$ cat src/hdl/wplb_pkg.sv
package wplb_pkg;

  // pool size and derived widths
  localparam int NUM_SLOTS = 16;
  localparam int SLOT_W    = (NUM_SLOTS > 1) ? $clog2(NUM_SLOTS) : 1;
  localparam int SLOT_IN_W = 4;
  localparam int CMP_W     = ((SLOT_W > SLOT_IN_W) ? SLOT_W : SLOT_IN_W) + 1;
  localparam int CNT_W     = 16;

  // radix-4 minimum tree, reduced in place level by level
  localparam int RADIX  = 4;
  localparam int RED_N  = (NUM_SLOTS + RADIX - 1) / RADIX;
  localparam int LEVELS = ($clog2(NUM_SLOTS) + 1) / 2;
  localparam int LVL_W  = (LEVELS > 1) ? $clog2(LEVELS) : 1;

  // defaults selected by a zero limit
  localparam logic [CNT_W-1:0] FIXED_DEFAULT = 16'd10;
  localparam logic [CNT_W-1:0] GROW_DEFAULT  = 16'd1000;
  localparam logic [CNT_W-1:0] COUNT_MAX     = 16'hFFFF;
  localparam logic [CNT_W-1:0] LIMIT_RESET   = 16'd100;

  // operation codes on the op port
  localparam logic [1:0] OP_ASSIGN  = 2'd0;
  localparam logic [1:0] OP_RELEASE = 2'd1;
  localparam logic [1:0] OP_CLEAR   = 2'd2;

  // configuration register indexes
  localparam logic CFG_POOL_MODE = 1'b0;
  localparam logic CFG_LIMIT     = 1'b1;

  // pool modes
  localparam logic MODE_FIXED = 1'b0;
  localparam logic MODE_GROW  = 1'b1;

  typedef enum logic [1:0] {
    KIND_ASSIGN,
    KIND_RELEASE,
    KIND_CLEAR,
    KIND_BAD
  } kind_t;

  typedef enum logic [2:0] {
    ST_ASSIGNED = 3'd0,
    ST_RELEASED = 3'd1,
    ST_REMOVED  = 3'd2,
    ST_FULL     = 3'd3,
    ST_IGNORED  = 3'd4,
    ST_CLEARED  = 3'd5
  } status_t;

  // classified command word from the front to the back
  typedef struct packed {
    kind_t                kind;
    logic [SLOT_IN_W-1:0] slot;
    logic                 slot_ok;
  } cmd_t;

  // result word
  typedef struct packed {
    logic [SLOT_IN_W-1:0] slot;
    status_t              status;
    logic [CNT_W-1:0]     count;
  } res_t;

endpackage

$ cat src/hdl/worker_pool_load_balancer_top.sv
// an assign runs through the load, reduce and apply states of the radix-4 minimum
// search; release, clear and unknown words go straight to apply
// the single sequencer takes no new word until the last one has been applied, and it
// runs each word through the slot table; queues of two on each side
// reset: synchronous, clears both queues, all counts, active bits and the pool lock,
// and returns the registers to grow mode with a limit of 100
module worker_pool_load_balancer_top (
  input  logic                          clk,
  input  logic                          rst,
  input  logic                          push,
  output logic                          full,
  input  logic [1:0]                    op,
  input  logic [wplb_pkg::SLOT_IN_W-1:0] slot_in,
  output logic                          empty,
  input  logic                          pop,
  output logic [wplb_pkg::SLOT_IN_W-1:0] slot_out,
  output logic [2:0]                    status,
  output logic [wplb_pkg::CNT_W-1:0]     count_out,
  input  logic                          cfg_valid,
  output logic                          cfg_ready,
  input  logic                          cfg_index,
  input  logic [wplb_pkg::CNT_W-1:0]     cfg_data
);
  import wplb_pkg::*;

  logic cmd_valid;
  logic cmd_ready;
  cmd_t cmd;
  logic res_valid;
  logic res_full;
  res_t res;

  // configuration is taken at any time, locked inside once the pool is set up
  assign cfg_ready = 1'b1;

  // front: accept and classify
  wplb_front u_front (
    .clk       (clk),
    .rst       (rst),
    .push      (push),
    .full      (full),
    .op        (op),
    .slot_in   (slot_in),
    .cmd_valid (cmd_valid),
    .cmd_ready (cmd_ready),
    .cmd       (cmd)
  );

  // back: pool table and search
  wplb_back u_back (
    .clk       (clk),
    .rst       (rst),
    .cmd_valid (cmd_valid),
    .cmd_ready (cmd_ready),
    .cmd       (cmd),
    .res_full  (res_full),
    .res_valid (res_valid),
    .res       (res),
    .cfg_valid (cfg_valid),
    .cfg_index (cfg_index),
    .cfg_data  (cfg_data)
  );

  // result queue
  wplb_outq u_outq (
    .clk       (clk),
    .rst       (rst),
    .res_valid (res_valid),
    .res       (res),
    .res_full  (res_full),
    .empty     (empty),
    .pop       (pop),
    .slot_out  (slot_out),
    .status    (status),
    .count_out (count_out)
  );

endmodule

$ cat src/hdl/wplb_front.sv
module wplb_front (
  input  logic                          clk,
  input  logic                          rst,
  input  logic                          push,
  output logic                          full,
  input  logic [1:0]                    op,
  input  logic [wplb_pkg::SLOT_IN_W-1:0] slot_in,
  output logic                          cmd_valid,
  input  logic                          cmd_ready,
  output wplb_pkg::cmd_t                cmd
);
  import wplb_pkg::*;

  cmd_t       q [2];
  logic       wr_ptr;
  logic       rd_ptr;
  logic [1:0] cnt;
  logic       wr;
  logic       rd;
  cmd_t       cmd_in;

  // classify the incoming word
  always_comb begin
    cmd_in.slot    = slot_in;
    cmd_in.slot_ok = CMP_W'(slot_in) < CMP_W'(NUM_SLOTS);
    case (op)
      OP_ASSIGN:  cmd_in.kind = KIND_ASSIGN;
      OP_RELEASE: cmd_in.kind = KIND_RELEASE;
      OP_CLEAR:   cmd_in.kind = KIND_CLEAR;
      default:    cmd_in.kind = KIND_BAD;
    endcase
  end

  assign full      = (cnt == 2'd2);
  assign wr        = push && !full;
  assign cmd_valid = (cnt != 2'd0);
  assign rd        = cmd_valid && cmd_ready;
  assign cmd       = q[rd_ptr];

  // two-entry command queue pointers
  always_ff @(posedge clk) begin
    if (rst) begin
      wr_ptr <= 1'b0;
      rd_ptr <= 1'b0;
      cnt    <= 2'd0;
    end else begin
      if (wr) wr_ptr <= ~wr_ptr;
      if (rd) rd_ptr <= ~rd_ptr;
      cnt <= cnt + {1'b0, wr} - {1'b0, rd};
    end
  end

  // queue storage
  always_ff @(posedge clk) begin
    if (wr) q[wr_ptr] <= cmd_in;
  end

endmodule

$ cat src/hdl/wplb_back.sv
module wplb_back (
  input  logic                      clk,
  input  logic                      rst,
  input  logic                      cmd_valid,
  output logic                      cmd_ready,
  input  wplb_pkg::cmd_t            cmd,
  input  logic                      res_full,
  output logic                      res_valid,
  output wplb_pkg::res_t            res,
  input  logic                      cfg_valid,
  input  logic                      cfg_index,
  input  logic [wplb_pkg::CNT_W-1:0] cfg_data
);
  import wplb_pkg::*;

  typedef enum logic [1:0] {
    S_IDLE,
    S_LOAD,
    S_REDUCE,
    S_APPLY
  } state_t;

  typedef struct packed {
    logic              valid;
    logic [CNT_W-1:0]  key;
    logic [SLOT_W-1:0] idx;
  } cand_t;

  state_t                state;
  cmd_t                  cur;
  logic [LVL_W-1:0]      lvl;
  logic [CNT_W-1:0]      slot_count [NUM_SLOTS];
  logic [NUM_SLOTS-1:0]  slot_active;
  logic                  pool_ready;
  logic                  pool_mode;
  logic [CNT_W-1:0]      pool_limit;
  cand_t                 cand      [NUM_SLOTS];
  cand_t                 cand_leaf [NUM_SLOTS];
  cand_t                 cand_red  [NUM_SLOTS];
  cand_t                 best;
  logic [CNT_W-1:0]      grow_cap;
  logic [CNT_W-1:0]      fixed_n;
  logic [NUM_SLOTS-1:0]  setup_mask;
  logic                  take;
  logic [SLOT_W-1:0]     rd_addr;
  logic [CNT_W-1:0]      cnt_rd;
  logic                  act_rd;
  logic [CNT_W-1:0]      cnt_inc;
  logic [CNT_W-1:0]      cnt_dec;
  logic                  others;
  logic                  cnt_we;
  logic [CNT_W-1:0]      cnt_wd;
  logic                  act_we;
  logic                  act_wd;
  logic                  clr_all;

  // keep the lower entry unless the higher one is strictly better
  function automatic cand_t pick(input cand_t a, input cand_t b);
    cand_t r;
    r = a;
    if (b.valid && (!a.valid || (b.key < a.key))) r = b;
    return r;
  endfunction

  assign grow_cap = (pool_limit == '0) ? GROW_DEFAULT : pool_limit;
  assign fixed_n  = (pool_limit == '0) ? FIXED_DEFAULT : pool_limit;
  assign take     = (state == S_IDLE) && cmd_valid && !res_full;
  assign cmd_ready = take;

  // slots made active when the pool is set up
  always_comb begin
    setup_mask = '0;
    for (int i = 0; i < NUM_SLOTS; i++) begin
      if (pool_mode == MODE_FIXED) setup_mask[i] = CNT_W'(i) < fixed_n;
    end
    if (pool_mode == MODE_GROW) setup_mask[0] = 1'b1;
  end

  // tree leaves: load in fixed mode, fit before free in grow mode
  always_comb begin
    for (int i = 0; i < NUM_SLOTS; i++) begin
      cand_leaf[i].idx = SLOT_W'(i);
      if (pool_mode == MODE_FIXED) begin
        cand_leaf[i].valid = slot_active[i];
        cand_leaf[i].key   = slot_count[i];
      end else if (slot_active[i]) begin
        cand_leaf[i].valid = slot_count[i] < grow_cap;
        cand_leaf[i].key   = '0;
      end else begin
        cand_leaf[i].valid = 1'b1;
        cand_leaf[i].key   = CNT_W'(1);
      end
    end
  end

  // one radix-4 tree level, each node folds its children in index order
  always_comb begin
    for (int i = 0; i < NUM_SLOTS; i++) begin
      cand_red[i] = '0;
      if (i < RED_N) begin
        for (int k = 0; k < RADIX; k++) begin
          if (RADIX * i + k < NUM_SLOTS) cand_red[i] = pick(cand_red[i], cand[RADIX * i + k]);
        end
      end
    end
  end

  assign best = cand[0];

  // single read port into the slot table
  assign rd_addr = (cur.kind == KIND_RELEASE) ? SLOT_W'(cur.slot) : best.idx;
  assign cnt_rd  = slot_count[rd_addr];
  assign act_rd  = slot_active[rd_addr];
  assign cnt_inc = (cnt_rd == COUNT_MAX) ? cnt_rd : cnt_rd + CNT_W'(1);
  assign cnt_dec = (cnt_rd == '0) ? cnt_rd : cnt_rd - CNT_W'(1);
  assign others  = |(slot_active & ~(NUM_SLOTS'(1) << rd_addr));

  // outcome of the current command
  always_comb begin
    res.slot   = '0;
    res.status = ST_IGNORED;
    res.count  = '0;
    cnt_we     = 1'b0;
    cnt_wd     = '0;
    act_we     = 1'b0;
    act_wd     = 1'b0;
    clr_all    = 1'b0;
    case (cur.kind)
      KIND_ASSIGN: begin
        if (!best.valid) begin
          res.status = ST_FULL;
        end else if (act_rd) begin
          cnt_we     = 1'b1;
          cnt_wd     = cnt_inc;
          res.slot   = SLOT_IN_W'(best.idx);
          res.status = ST_ASSIGNED;
          res.count  = cnt_inc;
        end else begin
          cnt_we     = 1'b1;
          cnt_wd     = CNT_W'(1);
          act_we     = 1'b1;
          act_wd     = 1'b1;
          res.slot   = SLOT_IN_W'(best.idx);
          res.status = ST_ASSIGNED;
          res.count  = CNT_W'(1);
        end
      end
      KIND_RELEASE: begin
        res.slot = cur.slot;
        if (cur.slot_ok && act_rd) begin
          cnt_we = 1'b1;
          if (pool_mode == MODE_GROW && cnt_dec == '0 && others) begin
            cnt_wd     = '0;
            act_we     = 1'b1;
            act_wd     = 1'b0;
            res.status = ST_REMOVED;
          end else begin
            cnt_wd     = cnt_dec;
            res.status = ST_RELEASED;
            res.count  = cnt_dec;
          end
        end
      end
      KIND_CLEAR: begin
        clr_all    = 1'b1;
        res.status = ST_CLEARED;
      end
      default: begin
        res.status = ST_IGNORED;
      end
    endcase
  end

  assign res_valid = (state == S_APPLY);

  // sequencer, pool table and configuration
  always_ff @(posedge clk) begin
    if (rst) begin
      state       <= S_IDLE;
      lvl         <= '0;
      pool_ready  <= 1'b0;
      pool_mode   <= MODE_GROW;
      pool_limit  <= LIMIT_RESET;
      slot_active <= '0;
      for (int i = 0; i < NUM_SLOTS; i++) slot_count[i] <= '0;
    end else begin
      if (cfg_valid && !pool_ready) begin
        case (cfg_index)
          CFG_POOL_MODE: pool_mode  <= cfg_data[0];
          CFG_LIMIT:     pool_limit <= cfg_data;
          default:       ;
        endcase
      end
      case (state)
        S_IDLE: begin
          if (take) begin
            cur <= cmd;
            if (!pool_ready) begin
              slot_active <= slot_active | setup_mask;
              pool_ready  <= 1'b1;
            end
            state <= (cmd.kind == KIND_ASSIGN) ? S_LOAD : S_APPLY;
          end
        end
        S_LOAD: begin
          cand  <= cand_leaf;
          lvl   <= '0;
          state <= S_REDUCE;
        end
        S_REDUCE: begin
          cand <= cand_red;
          lvl  <= lvl + LVL_W'(1);
          if (lvl == LVL_W'(LEVELS - 1)) state <= S_APPLY;
        end
        S_APPLY: begin
          if (clr_all) begin
            for (int i = 0; i < NUM_SLOTS; i++) slot_count[i] <= '0;
          end
          if (cnt_we) slot_count[rd_addr] <= cnt_wd;
          if (act_we) slot_active[rd_addr] <= act_wd;
          state <= S_IDLE;
        end
        default: state <= S_IDLE;
      endcase
    end
  end

endmodule

$ cat src/hdl/wplb_outq.sv
module wplb_outq (
  input  logic                          clk,
  input  logic                          rst,
  input  logic                          res_valid,
  input  wplb_pkg::res_t                res,
  output logic                          res_full,
  output logic                          empty,
  input  logic                          pop,
  output logic [wplb_pkg::SLOT_IN_W-1:0] slot_out,
  output logic [2:0]                    status,
  output logic [wplb_pkg::CNT_W-1:0]     count_out
);
  import wplb_pkg::*;

  res_t       q [2];
  logic       wr_ptr;
  logic       rd_ptr;
  logic [1:0] cnt;
  logic       wr;
  logic       rd;

  assign res_full  = (cnt == 2'd2);
  assign empty     = (cnt == 2'd0);
  assign wr        = res_valid && !res_full;
  assign rd        = pop && !empty;
  assign slot_out  = q[rd_ptr].slot;
  assign status    = q[rd_ptr].status;
  assign count_out = q[rd_ptr].count;

  // two-entry result queue pointers
  always_ff @(posedge clk) begin
    if (rst) begin
      wr_ptr <= 1'b0;
      rd_ptr <= 1'b0;
      cnt    <= 2'd0;
    end else begin
      if (wr) wr_ptr <= ~wr_ptr;
      if (rd) rd_ptr <= ~rd_ptr;
      cnt <= cnt + {1'b0, wr} - {1'b0, rd};
    end
  end

  // queue storage
  always_ff @(posedge clk) begin
    if (wr) q[wr_ptr] <= res;
  end

endmodule

$ cat config.mk
export PLATFORM = sky130hd
export DESIGN_NAME = worker_pool_load_balancer_top
export DESIGN_NICKNAME = d
export VERILOG_FILES = /design/src/hdl/wplb_pkg.sv /design/src/hdl/worker_pool_load_balancer_top.sv /design/src/hdl/wplb_front.sv /design/src/hdl/wplb_back.sv /design/src/hdl/wplb_outq.sv
export SDC_FILE = /design/constraint.sdc
export NUM_CORES = 2
export LEC_CHECK = 0
export ABC_AREA = 1
export BUFFER_PORTS_ARGS = -buffer_cell sky130_fd_sc_hd__buf_2
export CAP_MARGIN = 10
export CELL_PAD_IN_SITES_DETAIL_PLACEMENT = 0
export CELL_PAD_IN_SITES_GLOBAL_PLACEMENT = 1
export CORE_UTILIZATION = 54
export CTS_BUF_LIST = sky130_fd_sc_hd__clkbuf_16
export DETAILED_ROUTE_END_ITERATION = 10
export HOLD_SLACK_MARGIN = 0.12
export PLACE_DENSITY_LB_ADDON = 0.12
export SLEW_MARGIN = 20
export SYNTH_ARGS = -nofsm -noshare
export SYNTH_HDL_FRONTEND = slang
export SYNTH_HIERARCHICAL = 1
export SYNTH_SLANG_ARGS = --single-unit
$ cat constraint.sdc
create_clock -name clk -period 32 [get_ports clk]
set_input_delay 1.6 -clock clk [delete_from_list [all_inputs] [get_ports clk]]
set_output_delay 1.6 -clock clk [all_outputs]
set_load 0.01 [all_outputs]
Word-level counts from Yosys, hierarchy flattened
Memory sizes are Yosys's and may differ from the RTL's. A register that Yosys moved wholly into a read port is not among the register bits.
Cells that the tools add are included.
{"block": "op_classes", "addsub": 7, "n_lt_le_gt_ge": 46, "eq_ne": 15, "n_shift": 1, "mux": 146, "n_bitwise": 25, "reduce_logical": 72}
{"cell": "one-hot mux 336 bit (2 select lines)", "n": 1}
{"cell": "two-way mux 17 bit", "n": 32}
{"cell": "two-way mux 16 bit", "n": 30}
{"cell": "less-than comparator 16 bit", "n": 28}
{"cell": "two-way mux 21 bit", "n": 16}
{"cell": "less-than comparator 4 x 16 -> 1 bit, first input constant", "n": 8}
{"cell": "one-hot mux 16 bit (2 select lines)", "n": 3}
{"cell": "less-than comparator 3 x 16 -> 1 bit, first input constant", "n": 4}
{"cell": "logical NOT 16 bit", "n": 3}
{"cell": "two-way mux 1 bit", "n": 45}
{"cell": "less-than comparator 1 x 16 -> 1 bit, first input constant", "n": 2}
{"cell": "less-than comparator 2 x 16 -> 1 bit, first input constant", "n": 2}
{"cell": "OR reduction 16 bit", "n": 2}
{"cell": "logical AND 1 bit", "n": 23}
{"cell": "two-way mux 19 bit", "n": 1}
{"cell": "adder 16 x 1 -> 16 bit, second input constant", "n": 1}
{"cell": "bitwise AND 16 bit", "n": 1}
{"cell": "bitwise mux 16 bit", "n": 1}
{"cell": "== test 16 bit, second input constant", "n": 1}
{"cell": "logical NOT 1 bit", "n": 16}
{"cell": "inverter 16 bit", "n": 1}
{"cell": "bitwise OR 1 bit", "n": 16}
{"cell": "bitwise OR 16 bit", "n": 1}
{"cell": "<< shifter 1 x 4 -> 16 bit, first input constant", "n": 1}
{"cell": "28 further kinds", "n": 73}
{"block": "word_totals", "reg_bits": 388, "ram_bits": 314, "in_bits": 28, "out_inout_bits": 26, "elab_cells": 378, "memories": 3}
{"name": "u_back.slot_count", "words": 16, "width": 16, "rd": 17, "rd_clocked_by_memory_dff": 0, "write_ports": 16, "line": "wplb_back.sv:32", "text": "logic [CNT_W-1:0] slot_count [NUM_SLOTS];"}
{"name": "u_outq.q", "words": 2, "width": 23, "rd": 1, "rd_clocked_by_memory_dff": 1, "write_ports": 1, "line": "wplb_outq.sv:15", "text": "res_t q [2];"}
{"name": "u_front.q", "words": 2, "width": 6, "rd": 1, "rd_clocked_by_memory_dff": 1, "write_ports": 1, "line": "wplb_front.sv:14", "text": "cmd_t q [2];"}

Longest topological paths before layout
{"block": "logic_depth", "depth_word": 14, "mapped_depth": 47, "depth_no_buf": 41}

By module
The synthesis kept the hierarchy.
{"mod": "wplb_back", "n_inst": 1, "cells_per_inst": 4324, "area_each_um2": 37487.2, "seq_area_each_um2": 17226.5}
{"mod": "wplb_outq", "n_inst": 1, "cells_per_inst": 110, "area_each_um2": 1914.3, "seq_area_each_um2": 1481.4}
{"mod": "wplb_front", "n_inst": 1, "cells_per_inst": 62, "area_each_um2": 734.5, "seq_area_each_um2": 460.4}
{"mod": "worker_pool_load_balancer_top", "n_inst": 1, "cells_per_inst": 2, "area_each_um2": 11.3, "seq_area_each_um2": 0.0}

Worst setup path after synthesis
No wires, ideal clock.
{"block": "synth_path", "path_type": "input -> register", "startpoint": "in rst", "endpoint": "reg u_back.cand (netlist bit u_back/best[10]) (enable)", "setup_time_ns": 0.936, "arrival_ns": 13.684, "t_required_ns": 31.064, "slack_ns": 17.380, "path_stages": 3, "n_path_buf": 2, "cell_sequence": "clkbuf_1 clkbuf_1 nor2_1"}
{"block": "synth_between", "elab_chain_cells": 2}
{"element": "start, declared", "line": "worker_pool_load_balancer_top.sv:9", "text": "input logic rst,"}
{"element": "inverter 1 bit (no source line)"}
{"element": "AND reduction 2 bit (no source line)"}
{"element": "end signal, assigned", "line": "wplb_back.sv:206", "text": "cand <= cand_leaf;"}
{"element": "end signal, assigned", "line": "wplb_back.sv:211", "text": "cand <= cand_red;"}
{"element": "end, declared", "line": "wplb_back.sv:37", "text": "cand_t cand [NUM_SLOTS];"}
No other way between the ends.
A chain may end at the register's enable or synchronous reset.

Worst setup path after layout
{"block": "layout_path", "startpoint": "reg u_back.cand (netlist bit u_back/best[20])", "endpoint": "reg u_back.cand (netlist bit u_back/best[0]) (enable)"}
{"block": "layout_between", "elab_chain_cells": 14, "elab_cells_between_ends": 17, "cone_classes": "3 x order compare; 1 x eq/ne; 3 x mux; 10 x reduce/logical"}
{"element": "two-way mux 21 bit", "line": "wplb_back.sv:61", "text": "if (b.valid && (!a.valid || (b.key < a.key))) r = b;"}
{"element": "less-than comparator 16 bit or logical NOT 1 bit (tied branches)", "line": "wplb_back.sv:61"}
{"element": "logical OR 1 bit", "line": "wplb_back.sv:61"}
{"element": "logical AND 1 bit", "line": "wplb_back.sv:61"}
{"element": "two-way mux 21 bit", "line": "wplb_back.sv:61"}
{"element": "less-than comparator 16 bit or logical NOT 1 bit (tied branches)", "line": "wplb_back.sv:61"}
{"element": "logical OR 1 bit", "line": "wplb_back.sv:61"}
{"element": "logical AND 1 bit", "line": "wplb_back.sv:61"}
{"element": "two-way mux 21 bit", "line": "wplb_back.sv:61"}
{"element": "less-than comparator 16 bit or logical NOT 1 bit (tied branches)", "line": "wplb_back.sv:61"}
{"element": "logical OR 1 bit", "line": "wplb_back.sv:61"}
{"element": "logical AND 1 bit", "line": "wplb_back.sv:61"}
{"element": "!= test 5 bit (no source line) *"}
{"element": "AND reduction 3 bit (no source line) *"}
Mark *: on every way between the ends. The rest lies on a longest branch, timed or not. The select of a mux whose other input is x is not followed.

==> impl_summary.txt <==
----------------------------------------------------
[Detailed routing]
  Count of routing violations after the opening detailed-route iteration ... 4010
  Detail Route met3 WL ... 14.5 mm
  Routed length per instance ... 25.1 um
  Number of search-and-repair iterations in the first detailed-routing pass ... 6
  Routed metal-1 wire length ... 57.2 mm
  Via count normalized by instance count ... 6.07
  Met2 routed WL ... 58.5 mm
  Routed wire length ... 138 mm
  Count of unresolved DRC violations after routing ... 0
  Top layer in use ... met5
  Via total after detailed routing ... 33400
  Antenna Violating Nets Remaining ... 0

[CTS]
  Buffers from clock root to sink, at most ... 3
  CTS tree ... built
  Post-CTS Setup Inserts ... 0
  Clock root buffer master ... clkbuf_16
  CTS Hold Buffers Added ... 0
  Clock-pin transition on the worst setup and hold timing paths ... 60 ps
  TritonCTS Buffers ... 74
  Source-to-sink clock delay at the later pin of the worst-skew pair ... 650 ps
  H-Tree Level Count ... 3
  Sink Count ... 654
  CTS-repair resized insts ... 0

[Synth]
  Sequential area share after synthesis ... 0.477
  Post-Syn Instances ... 4498
  Largest area contributor in the netlist ... edfxtp_1
  Most common flop cell mapped by yosys ... edfxtp_1
  Area share of the leading cell type in the synthesized netlist ... 0.454
  Most common library cells after synthesis ... 863 x nand2_1, 625 x nor2_1, 607 x edfxtp_1, 480 x inv_1, 431 x ha_1
  Leading post-synthesis cells by cell area ... edfxtp_1 45%, ha_1 13%, nand2_1 8.1%
  Number of enable-type register cells in the synthesized netlist ... 607
  Post-synthesis async set-or-reset flop share ... 0
  Synth cell types ... 59
  Top-count cell post-synth ... nand2_1
  Count of state elements after synthesis ... 654
  Number of warnings issued by yosys ... 6
  Avg Inst Size Synth ... 8.93 um2
  Synthesized netlist net count ... 4957
  Mapped cell area ... 40100 um2

[Layout]
  Layout Cells excl Fill ... 5498
  Layout overhead on the synthesized area ... 8.53%
  Final standard cell area without fillers ... 43600 um2
  Layout cells sized above 1 ... 0.0690
  Post-layout nets ... 4936
  Footprint of the multi-input gates ... 18300 um2
  Flip-flop and latch area ... 19200 um2
  Fill cell instance count of the final layout ... 6474

[STA]
  Final critical-path setup slack ... 23280 ps
  Maximum clock frequency ... 115 MHz
  Setup TNS ... 0 ps
  Part of the cycle the worst path needs ... 0.273
  Setup repair after global routing missed its margin ... false
  Setup violations, final ... 0
  Actual transition at the worst max-transition pin ... 1210 ps
  Final Hold Viols ... 0
  Headroom to the max-slew limit ... 0.190
  Worst hold margin ... 459 ps
  Final Max Tran Viols ... 0
  Worst Clk Skew ... 22.7 ps
  Final critical delay including setup and external delays ... 8720 ps

[Setup path]
  Worst Path Arrival ... 9060 ps
  Worst Path Required ... 32340 ps
  Crit-path max FO ... 38
  Cell with the largest stage delay on the worst path ... edfxtp_1
  Setup crit end kind ... register
  Slowest stage delay, CP ... 1130 ps
  Worst Path Buf+Inv ... 1
  Worst setup path class ... reg -> reg
  Most frequent cell on the critical path ... nand2_1
  Startpoint types ... register
  CP delay by family, top ... simple AND/OR/NAND/NOR gates

[Placement]
  Buffers on Ports ... 52
  Routability congestion estimate ... 1.01
  Number of placed cells counting well taps ... 5359
  Setup slack at placement ... 23100 ps
  Post-DP HPWL ... 98.9 mm
  Instance area after placement ... 41100 um2

[Floorplan]
  Top-level I/O count ... 54
  Starting Density ... 0.548
  Overall die width ... 275 um
  Total Die Area ... 75400 um2
  Core area ... 73200 um2
  Standard-cell rows ... 99
  Overall die height ... 275 um

[Power and ir drop]
  Power per Cell Area ... 89.7 nW/um2
  IR Drop Worst-Case VDD ... 0.0000582 V
  Reported leakage power ... 18.3 nW

[Global routing]
  Number of antenna violations at the first check in global routing ... 1
  First-pass GRT wire length ... 199 mm
  Combined global-route utilization of all metal layers ... 0.363
  Via count of the first global-routing pass ... 30800
  Pin count of the biggest net entering global routing ... 174
  Global route overflow ... 0

[Flow run]
  Max-Cap Viols ... 0

[Hold path]
  Tightest Hold Check Type ... reg -> reg

[Run status]
  Status ... complete, no violations

----------------------------------------------------
## path summary, 6_finish.rpt
path | from | endpoint | slack [ps] | depth (start not counted)
worst max-delay path | u_back/best[20]$_DFFE_PP_ | u_back/best[0]$_SDFFCE_PN0P_ | 23280 | 28
worst min-delay path | u_back/pool_limit[13]$_SDFFE_PP0P_ | u_back/pool_limit[13]$_SDFFE_PP0P_ | 460 | 2
worst max register to register | u_back/best[20]$_DFFE_PP_ | u_back/best[0]$_SDFFCE_PN0P_ | 23280 | 28
worst min register to register | u_back/pool_limit[13]$_SDFFE_PP0P_ | u_back/pool_limit[13]$_SDFFE_PP0P_ | 460 | 2
## cell families (layout without fill, tap and decap cells)
family / Yosys count / count (layout) / synth area share
muxes: 29 / 29 / 0.00870
xor gates and xnor gates: 16 / 16 / 0.00349
other: 2 / 4 / 0.000187
adders and majority gates: 431 / 431 / 0.134
buffers and inverters: 688 / 727 / 0.0677
and+or+nand+nor: 1888 / 1888 / 0.195
DFF: 654 / 654 / 0.477
AOI/OAI and AO/OA: 790 / 790 / 0.113
## state kept, by name, summed over array words and instances (netlist names), named ones only
| register | count |
|---|---|
| u_back/slot_count | 256 |
| u_back/pool_limit | 16 |
| u_outq/rd_ptr | 1 |
| u_front/cnt | 2 |
| u_front/rd_ptr | 1 |
| u_front/q | 12 |
| u_back/cur | 7 |
| u_back/state | 2 |
| u_back/best | 21 |
| u_back/cand | 265 |
| u_front/wr_ptr | 1 |
| u_back/lvl | 1 |
| u_outq/wr_ptr | 1 |
| u_back/pool_ready | 1 |
| u_back/pool_mode | 1 |
| u_back/slot_active | 16 |
| u_outq/cnt | 2 |
| u_outq/q | 46 |
## area by class of cell
cell class | count | share of cell area
antenna | 2 | 0.000115
sequential | 654 | 0.440
multi-input combinational | 3156 | 0.421
tap | 959 | 0.0275
inverter | 501 | 0.0433
clock inverter | 62 | 0.0126
timing repair buffer | 90 | 0.0131
clock buffer | 74 | 0.0425
## metrics by stage
step / power (W) / util
floorplan: 0.00247 / -
global placement: 0.00301 / 0.562
detailed placement: 0.00302 / 0.562
CTS: 0.00387 / 0.595
global route: 0.00414 / 0.595
finish: 0.00391 / 0.595
## report_power, final
group,total [W],internal (W),switching (W)
combinational,0.00178,0.000518,0.00126
sequential,0.00128,0.00114,0.000140
clock,0.000850,0.000483,0.000367
total,0.00391,0.00214,0.00177
## per-layer routing
layer	vias up	track usage
met5	-	0
met4	2	0.173
met3	327	0.0729
met2	1801	0.538
met1	15700	0.509
li1	15500	-
## worst min-delay path, delay by kind of cell, from the launching register on
kind            cells  cell delay [ps]
flops               1              310
buf+inv             1               50
compound gates      1               50
## cells in the final DEF (no fill, tap or decap), types with 52 or more instances in the layout
cell and n:
buf_2 52, nor2_1 616, inv_1 493, clkbuf_16 74, nand3_1 238, o22ai_1 143, a21oi_1 219, nand4_1 61
nand2_1 862, edfxtp_1 607, o21ai_0 254, ha_1 430
No activity file was read; power rests on OpenSTA's default activity.
